$ cat src/rtl/vbme_pkg.sv
package vbme_pkg;

   localparam int DeltaBitsDefault = 28;
   localparam int DeltaMaxBits     = 28;   // four 7-bit groups at most
   localparam int ChanBits         = 4;
   localparam int SlotCount        = 11;   // 4 delta + status + 2 data + 4 end-of-track
   localparam int PayloadSlots     = 7;

   // parse phases
   localparam logic [2:0] PhaseSkip       = 3'd0;
   localparam logic [2:0] PhaseDeltaStart = 3'd1;
   localparam logic [2:0] PhaseDeltaMore  = 3'd2;
   localparam logic [2:0] PhaseStatus     = 3'd3;
   localparam logic [2:0] PhaseData1      = 3'd4;
   localparam logic [2:0] PhaseData2      = 3'd5;

   // stream byte codes
   localparam logic [7:0] ByteTiming   = 8'hf8;
   localparam logic [7:0] ByteEnd      = 8'hfc;
   localparam logic [7:0] TimingDelta  = 8'd240;
   localparam logic [3:0] HiNoteOn     = 4'h9;
   localparam logic [3:0] HiNoteOff    = 4'h8;
   localparam logic [3:0] HiControl    = 4'hb;
   localparam logic [3:0] HiPatch      = 4'hc;
   localparam logic [3:0] HiPitch      = 4'he;
   localparam logic [7:0] EotByte0     = 8'h00;
   localparam logic [7:0] EotByte1     = 8'hff;
   localparam logic [7:0] EotByte2     = 8'h2f;
   localparam logic [7:0] EotByte3     = 8'h00;

   // error codes
   localparam logic [1:0] ErrNone      = 2'd0;
   localparam logic [1:0] ErrChannel   = 2'd1;
   localparam logic [1:0] ErrNoStatus  = 2'd2;
   localparam logic [1:0] ErrTruncated = 2'd3;

   // slot positions in one output burst
   localparam logic [3:0] SlotStatus = 4'd4;
   localparam logic [3:0] SlotData1  = 4'd5;
   localparam logic [3:0] SlotData2  = 4'd6;
   localparam logic [3:0] SlotEot0   = 4'd7;
   localparam logic [3:0] SlotEot1   = 4'd8;
   localparam logic [3:0] SlotEot2   = 4'd9;
   localparam logic [3:0] SlotEot3   = 4'd10;

   typedef struct packed {
      logic [7:0] in_byte;
      logic       voice_start;
      logic       voice_end;
   } req_type;

   typedef struct packed {
      logic [7:0] out_byte;
      logic       last_of_run;
      logic [1:0] error_code;
      logic       track_done;
   } rsp_type;

   typedef struct packed {
      logic [2:0] phase;
      logic [7:0] running_status;
      logic [7:0] first_data;
      logic       stream_ended;
   } parse_state_type;

   typedef struct packed {
      logic [SlotCount-1:0]         mask;
      logic [PayloadSlots-1:0][7:0] slot_byte;
      logic [1:0]                   error_code;
   } burst_type;

endpackage

$ cat src/rtl/vbme_parse.sv
module vbme_parse #(
   parameter int DELTA_BITS = vbme_pkg::DeltaBitsDefault
) (
   input  vbme_pkg::req_type         req_data,
   input  logic [vbme_pkg::ChanBits-1:0] voice_channel,
   input  vbme_pkg::parse_state_type state,
   input  logic [DELTA_BITS-1:0]     delta,
   output vbme_pkg::parse_state_type state_next,
   output logic [DELTA_BITS-1:0]     delta_next,
   output vbme_pkg::burst_type       burst
);
   import vbme_pkg::*;

   logic [7:0]              b;
   logic [3:0]              rs_hi;
   logic                    is_status;
   logic [7:0]              add_val;
   logic [DELTA_BITS:0]     sum;
   logic [DELTA_BITS-1:0]   delta_sat;
   logic                    tf_wait;
   logic                    tf_patch;
   logic                    ev;
   logic                    ev_three;
   logic [7:0]              ev_st;
   logic [7:0]              ev_d1;
   logic [7:0]              ev_d2;
   logic                    eot;
   logic [1:0]              err;
   logic [DeltaMaxBits-1:0] ext;

   assign b       = req_data.in_byte;
   assign rs_hi   = state.running_status[7:4];
   assign is_status = (b[7:4] == HiNoteOn) || (b[7:4] == HiControl) ||
                      (b[7:4] == HiPatch)  || (b[7:4] == HiPitch);
   assign add_val = (b == ByteTiming) ? TimingDelta : b;
   assign sum     = {1'b0, delta} + (DELTA_BITS+1)'(add_val);
   // carry out means past the cap
   assign delta_sat = sum[DELTA_BITS] ? '1 : sum[DELTA_BITS-1:0];
   assign tf_wait  = (rs_hi == HiNoteOn) || (rs_hi == HiControl) || (rs_hi == HiPitch);
   assign tf_patch = (rs_hi == HiPatch);

   always_comb begin
      state_next = state;
      delta_next = delta;
      ev         = 1'b0;
      ev_three   = 1'b0;
      ev_st      = state.running_status;
      ev_d1      = b;
      ev_d2      = b;
      eot        = 1'b0;
      err        = ErrNone;

      if (req_data.voice_start) begin
         state_next.phase          = PhaseDeltaStart;
         state_next.running_status = '0;
         state_next.first_data     = '0;
         state_next.stream_ended   = 1'b0;
         delta_next                = '0;
      end else if (!state.stream_ended) begin
         unique case (state.phase) inside
            PhaseSkip: state_next.phase = PhaseDeltaStart;
            PhaseDeltaStart, PhaseDeltaMore: begin
               delta_next       = delta_sat;
               state_next.phase = (b == ByteTiming) ? PhaseDeltaMore : PhaseStatus;
            end
            PhaseStatus, PhaseData1: begin
               if (state.phase == PhaseStatus && is_status) begin
                  if (b[3:0] != voice_channel) begin
                     err = ErrChannel;
                  end else begin
                     state_next.running_status = b;
                     state_next.phase          = PhaseData1;
                  end
               end else if (state.phase == PhaseStatus && b == ByteEnd) begin
                  eot = 1'b1;
               end else if (tf_wait) begin
                  state_next.first_data = b;
                  state_next.phase      = PhaseData2;
               end else if (tf_patch) begin
                  ev = 1'b1;
               end else begin
                  err = ErrNoStatus;
               end
            end
            PhaseData2: begin
               ev       = 1'b1;
               ev_three = 1'b1;
               ev_d1    = state.first_data;
               // note on with zero velocity goes out as note off
               if (rs_hi == HiNoteOn && b == 8'd0) begin
                  ev_st = {HiNoteOff, voice_channel};
               end
            end
            default: state_next.phase = PhaseDeltaStart;
         endcase

         if (ev) begin
            delta_next       = '0;
            state_next.phase = PhaseDeltaStart;
         end
         if (eot || err != ErrNone) begin
            state_next.stream_ended = 1'b1;
         end
      end

      // buffer end: close the track between events, flag a cut event otherwise
      if (req_data.voice_end && !state_next.stream_ended) begin
         state_next.stream_ended = 1'b1;
         if (state_next.phase == PhaseDeltaStart) begin
            eot = 1'b1;
         end else begin
            err = ErrTruncated;
         end
      end
   end

   assign ext = DeltaMaxBits'(delta);

   always_comb begin
      burst.slot_byte[0] = {1'b1, ext[27:21]};
      burst.slot_byte[1] = {1'b1, ext[20:14]};
      burst.slot_byte[2] = {1'b1, ext[13:7]};
      burst.slot_byte[3] = {1'b0, ext[6:0]};
      burst.slot_byte[4] = (err != ErrNone) ? 8'd0 : ev_st;
      burst.slot_byte[5] = ev_d1;
      burst.slot_byte[6] = ev_d2;
      burst.error_code   = err;
      burst.mask[0]      = ev && (ext[27:21] != '0);
      burst.mask[1]      = ev && (ext[27:14] != '0);
      burst.mask[2]      = ev && (ext[27:7]  != '0);
      burst.mask[3]      = ev;
      burst.mask[4]      = ev || (err != ErrNone);
      burst.mask[5]      = ev;
      burst.mask[6]      = ev && ev_three;
      burst.mask[7]      = eot;
      burst.mask[8]      = eot;
      burst.mask[9]      = eot;
      burst.mask[10]     = eot;
   end

endmodule

$ cat src/rtl/voice_bytes_to_midi_events_unit.sv
// Channel  Direction  Ports                              Moves
// req      in         req_valid, req_ready, req_data     one voice stream byte
// rsp      out        rsp_valid, rsp_ready, rsp_data     one MIDI track byte
// csr      in         csr_valid, csr_ready, csr_data     voice channel (always ready)
//
// A req transaction is parsed in the cycle it is taken; its output bytes (0 to 11)
// are held in one burst register and leave one per cycle while rsp_ready is
// high, lowest slot first. The single rsp byte port paces the items.
// req_ready is high while the burst register is empty or its last byte leaves,
// so the next byte is taken in the same cycle the previous burst drains.
// Synchronous active-high reset: parser in skip-first-byte phase, delta and
// running status cleared, channel 0, burst empty. No clearing pass.
module voice_bytes_to_midi_events_unit #(
   parameter int DELTA_BITS = vbme_pkg::DeltaBitsDefault
) (
   input  logic                          clock,
   input  logic                          reset,
   input  logic                          req_valid,
   output logic                          req_ready,
   input  vbme_pkg::req_type             req_data,
   output logic                          rsp_valid,
   input  logic                          rsp_ready,
   output vbme_pkg::rsp_type             rsp_data,
   input  logic                          csr_valid,
   output logic                          csr_ready,
   input  logic [vbme_pkg::ChanBits-1:0] csr_data
);
   import vbme_pkg::*;

   parse_state_type       state_ff, state_in;
   logic [DELTA_BITS-1:0] delta_ff, delta_in;
   logic [ChanBits-1:0]   channel_ff;
   burst_type             burst_ff, burst_in;
   burst_type             burst_new;
   logic                  req_fire;
   logic                  rsp_fire;
   logic [SlotCount-1:0]  lowest;
   logic [SlotCount-1:0]  rest;
   logic [3:0]            slot;
   logic                  last;

   vbme_parse #(
      .DELTA_BITS(DELTA_BITS)
   ) u_parse (
      .req_data     (req_data),
      .voice_channel(channel_ff),
      .state        (state_ff),
      .delta        (delta_ff),
      .state_next   (state_in),
      .delta_next   (delta_in),
      .burst        (burst_new)
   );

   // next byte is the lowest pending slot
   assign lowest = burst_ff.mask & (~burst_ff.mask + SlotCount'(1));
   assign rest   = burst_ff.mask & ~lowest;
   assign last   = (rest == '0);

   always_comb begin
      slot = 4'd0;
      for (int i = SlotCount - 1; i >= 0; i--) begin
         if (burst_ff.mask[i]) begin
            slot = 4'(i);
         end
      end
   end

   assign rsp_valid = (burst_ff.mask != '0);
   assign rsp_fire  = rsp_valid && rsp_ready;
   assign req_ready = !rsp_valid || (rsp_ready && last);
   assign req_fire  = req_valid && req_ready;
   assign csr_ready = 1'b1;

   always_comb begin
      case (slot)
         SlotEot0: rsp_data.out_byte = EotByte0;
         SlotEot1: rsp_data.out_byte = EotByte1;
         SlotEot2: rsp_data.out_byte = EotByte2;
         SlotEot3: rsp_data.out_byte = EotByte3;
         default:  rsp_data.out_byte = burst_ff.slot_byte[slot[2:0]];
      endcase
      rsp_data.last_of_run = last;
      rsp_data.error_code  = burst_ff.error_code;
      rsp_data.track_done  = (slot == SlotEot3);
   end

   always_comb begin
      burst_in = burst_ff;
      if (req_fire) begin
         burst_in = burst_new;        // empty mask when the byte makes no output
      end else if (rsp_fire) begin
         burst_in.mask = rest;
      end
   end

   // all-zero state is the skip-first-byte phase
   always_ff @(posedge clock) begin
      if (reset) begin
         state_ff            <= '0;
         delta_ff            <= '0;
         channel_ff          <= '0;
         burst_ff            <= '0;
      end else begin
         if (req_fire) begin
            state_ff <= state_in;
            delta_ff <= delta_in;
         end
         if (csr_valid && csr_ready) begin
            channel_ff <= csr_data;
         end
         burst_ff <= burst_in;
      end
   end

endmodule

$ cat config.mk
export PLATFORM = sky130hd
export DESIGN_NAME = voice_bytes_to_midi_events_unit
export DESIGN_NICKNAME = d
export VERILOG_FILES = /design/src/rtl/vbme_pkg.sv /design/src/rtl/vbme_parse.sv /design/src/rtl/voice_bytes_to_midi_events_unit.sv
export SDC_FILE = /design/constraint.sdc
export NUM_CORES = 1
export LEC_CHECK = 0
export ABC_AREA = 1
export ABC_CLOCK_PERIOD_IN_PS = 7500
export BUFFER_PORTS_ARGS = -buffer_cell sky130_fd_sc_hd__buf_2
export CAP_MARGIN = 20
export CORE_MARGIN = 2
export CORE_UTILIZATION = 50
export CTS_BUF_LIST = sky130_fd_sc_hd__clkbuf_4
export CTS_CLUSTER_DIAMETER = 50
export DETAILED_ROUTE_END_ITERATION = 10
export PLACE_DENSITY = 0.67
export SKIP_CTS_REPAIR_TIMING = 1
export SLEW_MARGIN = 20
export SYNTH_ARGS = -nofsm -noshare
export SYNTH_HDL_FRONTEND = slang
export SYNTH_SLANG_ARGS = --single-unit
$ cat constraint.sdc
create_clock -name clock -period 7.5 [get_ports clock]
set_input_delay 1.5 -clock clock [delete_from_list [all_inputs] [get_ports clock]]
set_output_delay 1.5 -clock clock [all_outputs]
set_load 0.1 [all_outputs]
# ---- Word-level counts from Yosys, hierarchy flattened
# Cells that the tools add are included.
dict set report classes {
  n_eq_ne 25
  muxes 79
  bitwise_logic 4
  reduce_logical 40
  order_cmp 1
  add_sub_neg 2
}
# op count
set op_table {}
lappend op_table {{2-to-1 mux 28 bit} 5}
lappend op_table {{2-to-1 mux 8 bit} 14}
lappend op_table {{equality test 4 bit (second input constant)} 11}
lappend op_table {{2-to-1 mux 4 bit} 11}
lappend op_table {{2-to-1 mux 20 bit} 2}
lappend op_table {{2-to-1 mux 11 bit} 3}
lappend op_table {{adder 28 x 8 -> 29 bit} 1}
lappend op_table {{binary-select mux 8 bit (select 3 bit)} 1}
lappend op_table {{2-to-1 mux 1 bit} 24}
lappend op_table {{one-hot mux 8 bit (3 select lines)} 1}
lappend op_table {{bitwise AND 11 bit} 2}
lappend op_table {{2-to-1 mux 2 bit} 11}
lappend op_table {{inverter 11 bit} 2}
lappend op_table {{nonzero test 21 bit} 1}
lappend op_table {{equality test 8 bit (second input constant)} 2}
lappend op_table {{2-to-1 mux 16 bit} 1}
lappend op_table {{nonzero test 14 bit} 1}
lappend op_table {{2-to-1 mux 3 bit} 4}
lappend op_table {{nonzero test 2 bit} 6}
lappend op_table {{adder 11 x 1 -> 11 bit (second input constant)} 1}
lappend op_table {{logical AND 1 bit} 11}
lappend op_table {{logical NOT 11 bit} 1}
lappend op_table {{nonzero test 11 bit} 1}
lappend op_table {{one-hot mux 3 bit (3 select lines)} 1}
lappend op_table {{other kinds (17)} 33}
dict set report totals {
  output_inout_bits 15
  word_cells 166
  input_bits 19
  register_bits 120
}

# ---- Longest topological paths before layout
# Gate-level depths: netlist of run 1.
dict set report depth {
  word_depth 20
  depth_mapped 18
  mapped_depth_nobuf 18
}

# ---- By module
# From an unflattened synthesis of run 1, not the netlist that was laid out.
dict set report hier_totals {
  cells_unflattened 1366
  hier_area_um2 8632.0
}
# mod area_each_um2 instances cells_each seq_area_each_um2
set modules_own_cells {}
lappend modules_own_cells {voice_bytes_to_midi_events_unit 5545.3 1 765 2422.3}
lappend modules_own_cells {vbme_parse 3086.7 1 601 0.0}

# ---- Worst setup path after synthesis of run 1
# No wires, ideal clock.
dict set report synth_path {
  kind {reg2out}
  from {reg burst_ff[64] in the netlist's numbering}
  to {out rsp_data[9] in the netlist's numbering}
  required_time_ns 6.000
  t_arrival_ns 2.311
  slack_ns 3.689
  n_path_buf 1
  path_stages_with_launch 11
  path_cell_list {dfxtp_1 > nor2_1 > nand2_1 > a21boi_0 > nor2_1 > nor2_1 > clkbuf_1 > nand2_1 > nand3_1 > nand3_1 > nand2_1}
}
# element line_no
set synth_lines {}
lappend synth_lines {{start, declared} voice_bytes_to_midi_events_unit.sv:33} ;# burst_type burst_ff, burst_in;
lappend synth_lines {{start signal, assigned} voice_bytes_to_midi_events_unit.sv:111} ;# burst_ff <= burst_in;
lappend synth_lines {{end, declared} voice_bytes_to_midi_events_unit.sv:23} ;# output vbme_pkg::rsp_type rsp_data,

==> results of run 1 <==
==> synthesized netlist by cell type, types with 5 or more instances <==
cell type	count	area, sq um
inv_2	5	18.8
nor2_1	96	360
buf_2	14	70.1
nor2_4	5	56.3
nand2_2	5	31.3
inv_1	109	409
nand3_1	63	315
a21oi_1	126	631
nor4_1	8	50.1
nor3_1	17	85.1
a31oi_1	10	62.6
nand4_1	62	388
dfxtp_1	118	2360
buf_4	6	45.0
o21ai_0	89	445
ha_1	8	100
nand2_1	263	987
xor2_1	5	43.8
clkbuf_1	27	101
==> tightest hold or removal path: stages, from the launching register on <==
cell	delay, ns
dfxtp_1	0.32
inv_1	0.05
a21oi_1	0.05
==> layout make-up <==
| type | instances | area, sq um |
|---|---|---|
| Inverter | 117 | 439 |
| Clock buffer | 20 | 150 |
| Tap cell | 176 | 220 |
| Sequential cell | 118 | 2360 |
| Timing Repair Buffer | 39 | 213 |
| Multi-Input combinational cell | 793 | 3850 |
| Fill cell | 1412 | 5980 |
| Antenna cell | 1 | 2.50 |
| Clock inverter | 11 | 134 |
==> flip-flops by register name (all words and copies together), names as in the netlist <==
name / cells
state_ff: 20
channel_ff: 4
rsp_data: 2
burst_ff: 64
delta_ff: 28
==> per-stage QoR <==
stage	cells	hold slack [ns]
floorplan	1080	0.424
global placement	1243	0.434
detailed placement	1243	0.437
CTS	1274	0.453
global route	1275	0.469
finish	1275	0.453
==> per-layer routing <==
layer  GRT usage, %  share of wire [%]
met3           7.63                7.5
met2           39.5                 41
met4           7.18                1.4
met1           43.6                 50
met5              0                  0
==> final timing paths <==
check,startpoint,to,slack (ns),depth (start not counted)
worst min register to register,state_ff[2],state_ff[2],0.45,2
worst min-delay path,state_ff[2],state_ff[2],0.45,2
worst max register to register,burst_ff[58],state_ff[11],4.39,14
worst max-delay path,burst_ff[67],rsp_data[7],2.71,11
==> cells by family after synthesis <==
| kind of cell | after synthesis | share of synthesized area, % |
|---|---|---|
| AND/OR/NAND/NOR | 532 | 34.5 |
| AO/OA/AOI/OAI | 245 | 18.7 |
| buffers and inverters | 169 | 10.1 |
| flip-flops | 118 | 34.2 |
| adder cells (fa/ha/maj) | 9 | 1.74 |
| XOR/XNOR | 6 | 0.761 |
| other | 1 | 0.0543 |
==> cells in the final DEF (no fill, tap or decap), drive strengths merged, types with 2 or more instances in the layout <==
| cell | count |
|---|---|
| a211oi | 2 |
| a21boi | 2 |
| a21o | 2 |
| a21oi | 127 |
| a31oi | 10 |
| buf | 39 |
| bufinv | 3 |
| clkbuf | 20 |
| clkinv | 10 |
| dfxtp | 118 |
| ha | 8 |
| inv | 114 |
| nand2 | 270 |
| nand3 | 67 |
| nand4 | 62 |
| nor2 | 105 |
| nor3 | 18 |
| nor4 | 8 |
| o211ai | 4 |
| o21ai | 95 |
| o21bai | 2 |
| or2 | 2 |
| xor2 | 5 |
==> flow_summary.toml, run 1 <==
[cts]
cts_tree = "built"
numClockSinks = 118
path_clk_slew_ns = 0.10
root_buffer = "clkbuf_4"
cts_buffers = 17
clock_path_buffers = 2
cts_max_level = 4
clock_latency_ns = 0.54

[global_route]
grt_pass1_wl_um = 33000
grt_overflow_total = 0
grt_max_degree = 96
grt_usage_pct = 28.6
grt_antenna_before_repair = 1
grt_pass1_vias = 6380

[synthesis]
synth_area_per_cell_sq_um = 6.40
synthDistinctLibCells = 39
ys_seq_elements = 118
yosysSeqAreaShare_pct = 34.2
syn_area_sq_um = 6910
ys_warn_count = 0
synthesis.nets = 1108
synth-async-reset-ratio_pct = 0
ys.flop_type = "dfxtp_1"
synth_edf_count = 0
synthCells = 1080

[critical_path]
cpMaxStageDelayCell = "nor2_1"
path_common_cell = "nand2_1"
crit_arrival_ns = 3.29
cp_top_family = "simple AND/OR/NAND/NOR gates"
crit_chain = "nor2_1 > nand2_1 > nand2_1 > a21boi_0 > nor2_1 > nor2_1 > nand2_1 > nand4_1 > nand3_1 > nand2_1 > buf_2"
cp_max_fo = 15
required_ns = 6.00
cp_num_buf_inv = 1
worst_setup_path_start_kind = "register"
max_stage_delay_ns = 0.82
timing_worst_setup_path_type = "reg -> out"
end_kind = "output pin"

[run_status]
outcome = "finished clean"

[routing]
drc = 0
num_vias = 7180
first_pass_iters = 6
viasPerCell = 5.63
drt_iter0_drc = 649
antenna_left = 0
wire_per_inst_um = 16.0
wl_um = 20400

[floorplanning]
rows = 42
die_area_sq_um = 14800
pin_count = 34
start_util_pct = 51.8
dieHeight_um = 122
dieWidth_um = 122
coreArea_sq_um = 13300

[timing]
fmax_ghz = 0.209
finalMaxSlewViolations = 0
worstMarginPinSlew_ns = 1.04
slew_headroom_pct = 30.4
finalHoldViolCount = 0
fin_skew_ns = 0.0152
setup_tns_ns = 0
grt_setup_unrepaired = "no"
min_period_ns = 4.79
fin_ws_ns = 2.71
setup_viol = 0
timing.final.crit_share_pct = 63.8

[flow_run]
max-cap-violations = 0

[layout]
synthToLayoutAreaGrowth_pct = 6.72
utilization_pct = 55.2
fin_area_sq_um = 7370
layout.nets = 1114
drive_above_1_share_pct = 9.11

[placed_design]
post-place-ws_ns = 2.93
hpwl_um = 14500
place_area_sq_um = 7090
io_buffers = 32
globalplace.congestion = 0.992

[hold_path]
min_path_type = "reg -> reg"
Power of run 1 is not shown: default switching activity piles up to over one toggle a cycle in this logic, so the estimate is an artifact.
==> run 2: changes to the inputs <==
- ABC_CLOCK_PERIOD_IN_PS: 7500 -> 4400
- PLACE_DENSITY: 0.67 -> 0.7
- clock period: 7.5 -> 4.4 ns (I/O delays scaled with it)
==> run 2 against run 1 <==
Compared with the run above:
- global-route usage increased by 0.22 points
- non-clock buffer count rose by 6
- worst setup slack got worse by 2.3 ns
- routed wire length about the same
- critical path depth unchanged
- register-to-register slack got worse by 2.7 ns
==> flow_summary.toml, run 2 (synthesis results as in run 1) <==
[run_status]
outcome = "finished clean"

[layout]
largest_reg_flops = 64
final_cell_mix = "nand2_1, a21oi_1, dfxtp_1"
drive_above_1_share_pct = 9.43
layout.nets = 1120
n_fill_cell = 1417
layout_commonest_cell = "nand2_1"
multi_input_area_sq_um = 3850
register_area_sq_um = 2360
synthToLayoutAreaGrowth_pct = 6.18
top_register = "burst_ff"
largestRegisters = "burst_ff: 64 flops, delta_ff: 28 flops, state_ff: 20 flops"

[global_route]
grt_max_degree = 82
grt_usage_pct = 28.8
grt_overflow_total = 0
grt_pass1_wl_um = 33200
grt_antenna_before_repair = 1
grt_pass1_vias = 6504

[floorplanning]
dieWidth_um = 122
rows = 42
dieHeight_um = 122
die_area_sq_um = 14800
coreArea_sq_um = 13300
start_util_pct = 51.8
pin_count = 34

[critical_path]
cp_max_fo = 8
crit_arrival_ns = 3.15
required_ns = 3.52
crit_chain = "nor2_1 > nand2_1 > a21boi_0 > nor2_1 > nor2_1 > buf_4 > nand2_1 > nand4_1 > nand3_1 > nand2_1 > buf_2"
end_kind = "output pin"
cpMaxStageDelayCell = "nor2_1"
r2r-start = "burst_ff[58]"
cp_num_buf_inv = 2
worst_setup_path_start_kind = "register"
r2r_cells = 12
max_stage_delay_ns = 0.49
cp_top_family = "simple AND/OR/NAND/NOR gates"
timing_worst_setup_path_type = "reg -> out"
worstReg2RegEnd = "burst_ff[44]"
rrSetupSlack_ns = 1.65

[placed_design]
globalplace.congestion = 1.02
hpwl_um = 14700
io_buffers = 32

[timing]
fin_skew_ns = 0.0193
setup_tns_ns = 0
slew_headroom_pct = 54.4
grt_setup_unrepaired = "no"
finalMaxSlewViolations = 0
setup_viol = 0
fmax_ghz = 0.248
min_period_ns = 4.03
worstMarginPinSlew_ns = 0.684
timing.final.crit_share_pct = 91.6
finalHoldViolCount = 0

[cts]
cts_buffers = 17
root_buffer = "clkbuf_4"
numClockSinks = 118
cts_max_level = 4
clock_path_buffers = 2
cts_tree = "built"
clock_latency_ns = 0.57
path_clk_slew_ns = 0.09

[flow_run]
max-cap-violations = 0

[routing]
antenna_left = 0
wl_um = 20400
first_pass_iters = 6
viasPerCell = 5.61
drc = 0
num_vias = 7182
drt_iter0_drc = 838
wire_per_inst_um = 16.0

[hold_path]
hp-start = "state_ff[6]"
min_path_type = "reg -> reg"
min_to = "state_ff[6]"
min_path_cells = 2
==> run 2: cell count changes in the layout (fill, tap and decap cells not counted) <==
cell / delta
clkbuf_4: +2
buf_4: +6
bufinv_16: -3
clkinv_1: +1
clkinvlp_4: -1
clkinv_4: -1
clkinv_2: +1
==> run 2: per-layer routing <==
| metal | vias to the layer above | GRT usage (%) | part of all wire [%] | routed length, um |
|---|---|---|---|---|
| li1 | 3635 | - | - | - |
| met1 | 3267 | 42.9 | 49 | 9930 |
| met2 | 249 | 41.5 | 42 | 8560 |
| met3 | 31 | 6.65 | 7.8 | 1600 |
| met4 | 0 | 8.05 | 1.6 | 322 |
| met5 | - | 0 | 0 | 0 |
==> run 2: final cells by class <==
cell class / count / share of cell area, %
Inverter: 117 / 5.99
Clock inverter: 8 / 0.495
Clock buffer: 22 / 2.25
Sequential cell: 118 / 32.2
Multi-Input combinational cell: 793 / 52.5
Antenna cell: 1 / 0.0341
Timing Repair Buffer: 45 / 3.51
Tap cell: 176 / 3.00
==> run 2: worst max-delay path by stage <==
stage / to / cells after the start / slack, ns / start
global placement: delta_ff[12] / 17 / 0.91 / req_data[3]
detailed placement: delta_ff[14] / 18 / 0.86 / req_data[8]
global route: rsp_data[5] / 11 / 0.17 / burst_ff[64]
floorplan: rsp_data[9] / 10 / 1.21 / burst_ff[64]
finish: rsp_data[5] / 11 / 0.37 / burst_ff[64]
CTS: rsp_data[5] / 11 / 0.35 / burst_ff[64]
==> run 2: worst register-to-register path, cell delays in order (launching register included) <==
cell and delay (ns):
dfxtp_1 0.39, nor2_4 0.17, nand2_4 0.09, inv_2 0.08, nand2_2 0.06, o21ai_2 0.14
nand2_1 0.10, nor2_2 0.10, nand3_2 0.10, a21oi_4 0.42, buf_4 0.64, o21ai_0 0.20
a31oi_1 0.18
==> run 2: stage by stage <==
stage	utilization (%)	hold WS, ns	instances	instance area (sq um)	setup WS, ns
final	54.9	0.453	1280	7330	0.369
after detailed placement	53.4	0.440	1249	7130	0.864
after floorplan	-	0.424	1080	6910	1.21
after CTS	54.9	0.454	1279	7330	0.353
after global routing	54.9	0.474	1280	7330	0.167
after global placement	53.4	0.436	1249	7130	0.910
Power of run 2 is left out for the same reason.
==> run 3: changes to the inputs <==
- GPL_TIMING_DRIVEN: unset -> 0
==> run 3 against run 2 <==
Compared with the run above:
- global-route usage rose by 1.8 points
- register-to-register slack got worse by 0.09 ns
- non-clock buffer count up 38
==> flow_summary.toml, run 3 (synthesis results as in run 1) <==
[layout]
layout_commonest_cell = "nand2_1"
layout.nets = 1158
final_cells = 1319
largest_reg_flops = 64
synthToLayoutAreaGrowth_pct = 9.51
drive_above_1_share_pct = 9.97
top_register = "burst_ff"
final_cell_mix = "nand2_1, a21oi_1, dfxtp_1"
largestRegisters = "burst_ff: 64 flops, delta_ff: 28 flops, state_ff: 20 flops"
antenna_cells = 0

[timing]
setup_viol = 0
min_period_ns = 3.98
finalMaxSlewViolations = 0
grt_setup_unrepaired = "no"
fmax_ghz = 0.251
setup_tns_ns = 0
fin_ws_ns = 0.416
slew_headroom_pct = 46.6
finalHoldViolCount = 0
fin_skew_ns = 0.0187
timing.final.crit_share_pct = 90.5
worstMarginPinSlew_ns = 0.794

[cts]
numClockSinks = 118
clock_path_buffers = 2
cts_max_level = 4
clock_latency_ns = 0.55
cts_tree = "built"
root_buffer = "clkbuf_4"
cts_buffers = 17
path_clk_slew_ns = 0.10

[floorplanning]
coreArea_sq_um = 13300
die_area_sq_um = 14800
rows = 42
dieWidth_um = 122
pin_count = 34
start_util_pct = 51.8
dieHeight_um = 122

[global_route]
grt_antenna_before_repair = 0
grt_pass1_wl_um = 34900
grt_max_degree = 17
grt_overflow_total = 0
grt_pass1_vias = 6583
grt_usage_pct = 30.6

[hold_path]
min_path_type = "reg -> reg"
min_to = "state_ff[1]"
min_path_cells = 2
hp-start = "state_ff[1]"

[routing]
drc = 0
first_pass_iters = 8
wl_um = 22200
num_vias = 7498
antenna_left = 0
viasPerCell = 5.68
wire_per_inst_um = 16.8
drt_iter0_drc = 1051

[flow_run]
max-cap-violations = 0

[critical_path]
cp_max_fo = 8
r2r-start = "delta_ff[0]"
worst_setup_path_start_kind = "register"
end_kind = "output pin"
rrSetupSlack_ns = 1.56
timing_worst_setup_path_type = "reg -> out"
crit_arrival_ns = 3.10
required_ns = 3.52
r2r_cells = 13
worstReg2RegEnd = "delta_ff[27]"

[placed_design]
globalplace.congestion = 1.02
place_inst = 1287
hpwl_um = 16800
io_buffers = 31
post-place-ws_ns = 0.337

[run_status]
outcome = "finished clean"
-- run 3: cell types whose count changed in the layout (fill, tap and decap cells not counted), sizes merged --
cell	change
clkbuf	+24
bufinv	+3
clkinv	+1
clkinvlp	+1
buf	+11
diode	-1
-- run 3: per-layer routing --
metal  global-route usage, %  routed length, um
met1                    45.2              10300
met2                    44.8               9280
met3                    8.05               2270
met4                    6.90                349
met5                       0                  0
-- run 3: how the worst max path moves through the flow --
| stage | start | end | slack (ns) |
|---|---|---|---|
| floorplan | burst_ff[64] | rsp_data[9] | 1.21 |
| global placement | req_data[2] | delta_ff[14] | 0.36 |
| detailed placement | req_data[2] | delta_ff[14] | 0.34 |
| CTS | burst_ff[64] | rsp_data[9] | 0.28 |
| global route | burst_ff[64] | rsp_data[6] | 0.03 |
| finish | burst_ff[67] | rsp_data[6] | 0.42 |
-- run 3: layout make-up --
| cell class | count | area (sq um) |
|---|---|---|
| Fill cell | 1346 | 5780 |
| Multi-Input combinational cell | 793 | 3850 |
| Sequential cell | 118 | 2360 |
| Inverter | 117 | 439 |
| Buffer | 52 | 259 |
| Tap cell | 176 | 220 |
| Timing Repair Buffer | 31 | 155 |
| Clock buffer | 19 | 143 |
| Clock inverter | 13 | 138 |
-- run 3: metrics by stage --
stage               area (sq um)  hold WS [ns]  util, %
finish                      7560         0.464     56.7
global route                7560         0.480     56.7
floorplan                   6910         0.424        -
CTS                         7560         0.459     56.7
detailed placement          7280         0.444     54.6
global placement            7280         0.436     54.6
-- run 3: critical path: stages (launching register included) --
cell and delay [ns]:
dfxtp_1 0.39, a21o_1 0.15, a21oi_1 0.06, o21ai_1 0.12, nand2_1 0.11, nor3_2 0.48, inv_1 0.12, o21ai_1 0.43
nand3_1 0.20, nand2_1 0.10, buf_2 0.42
Power of run 3 is left out for the same reason.
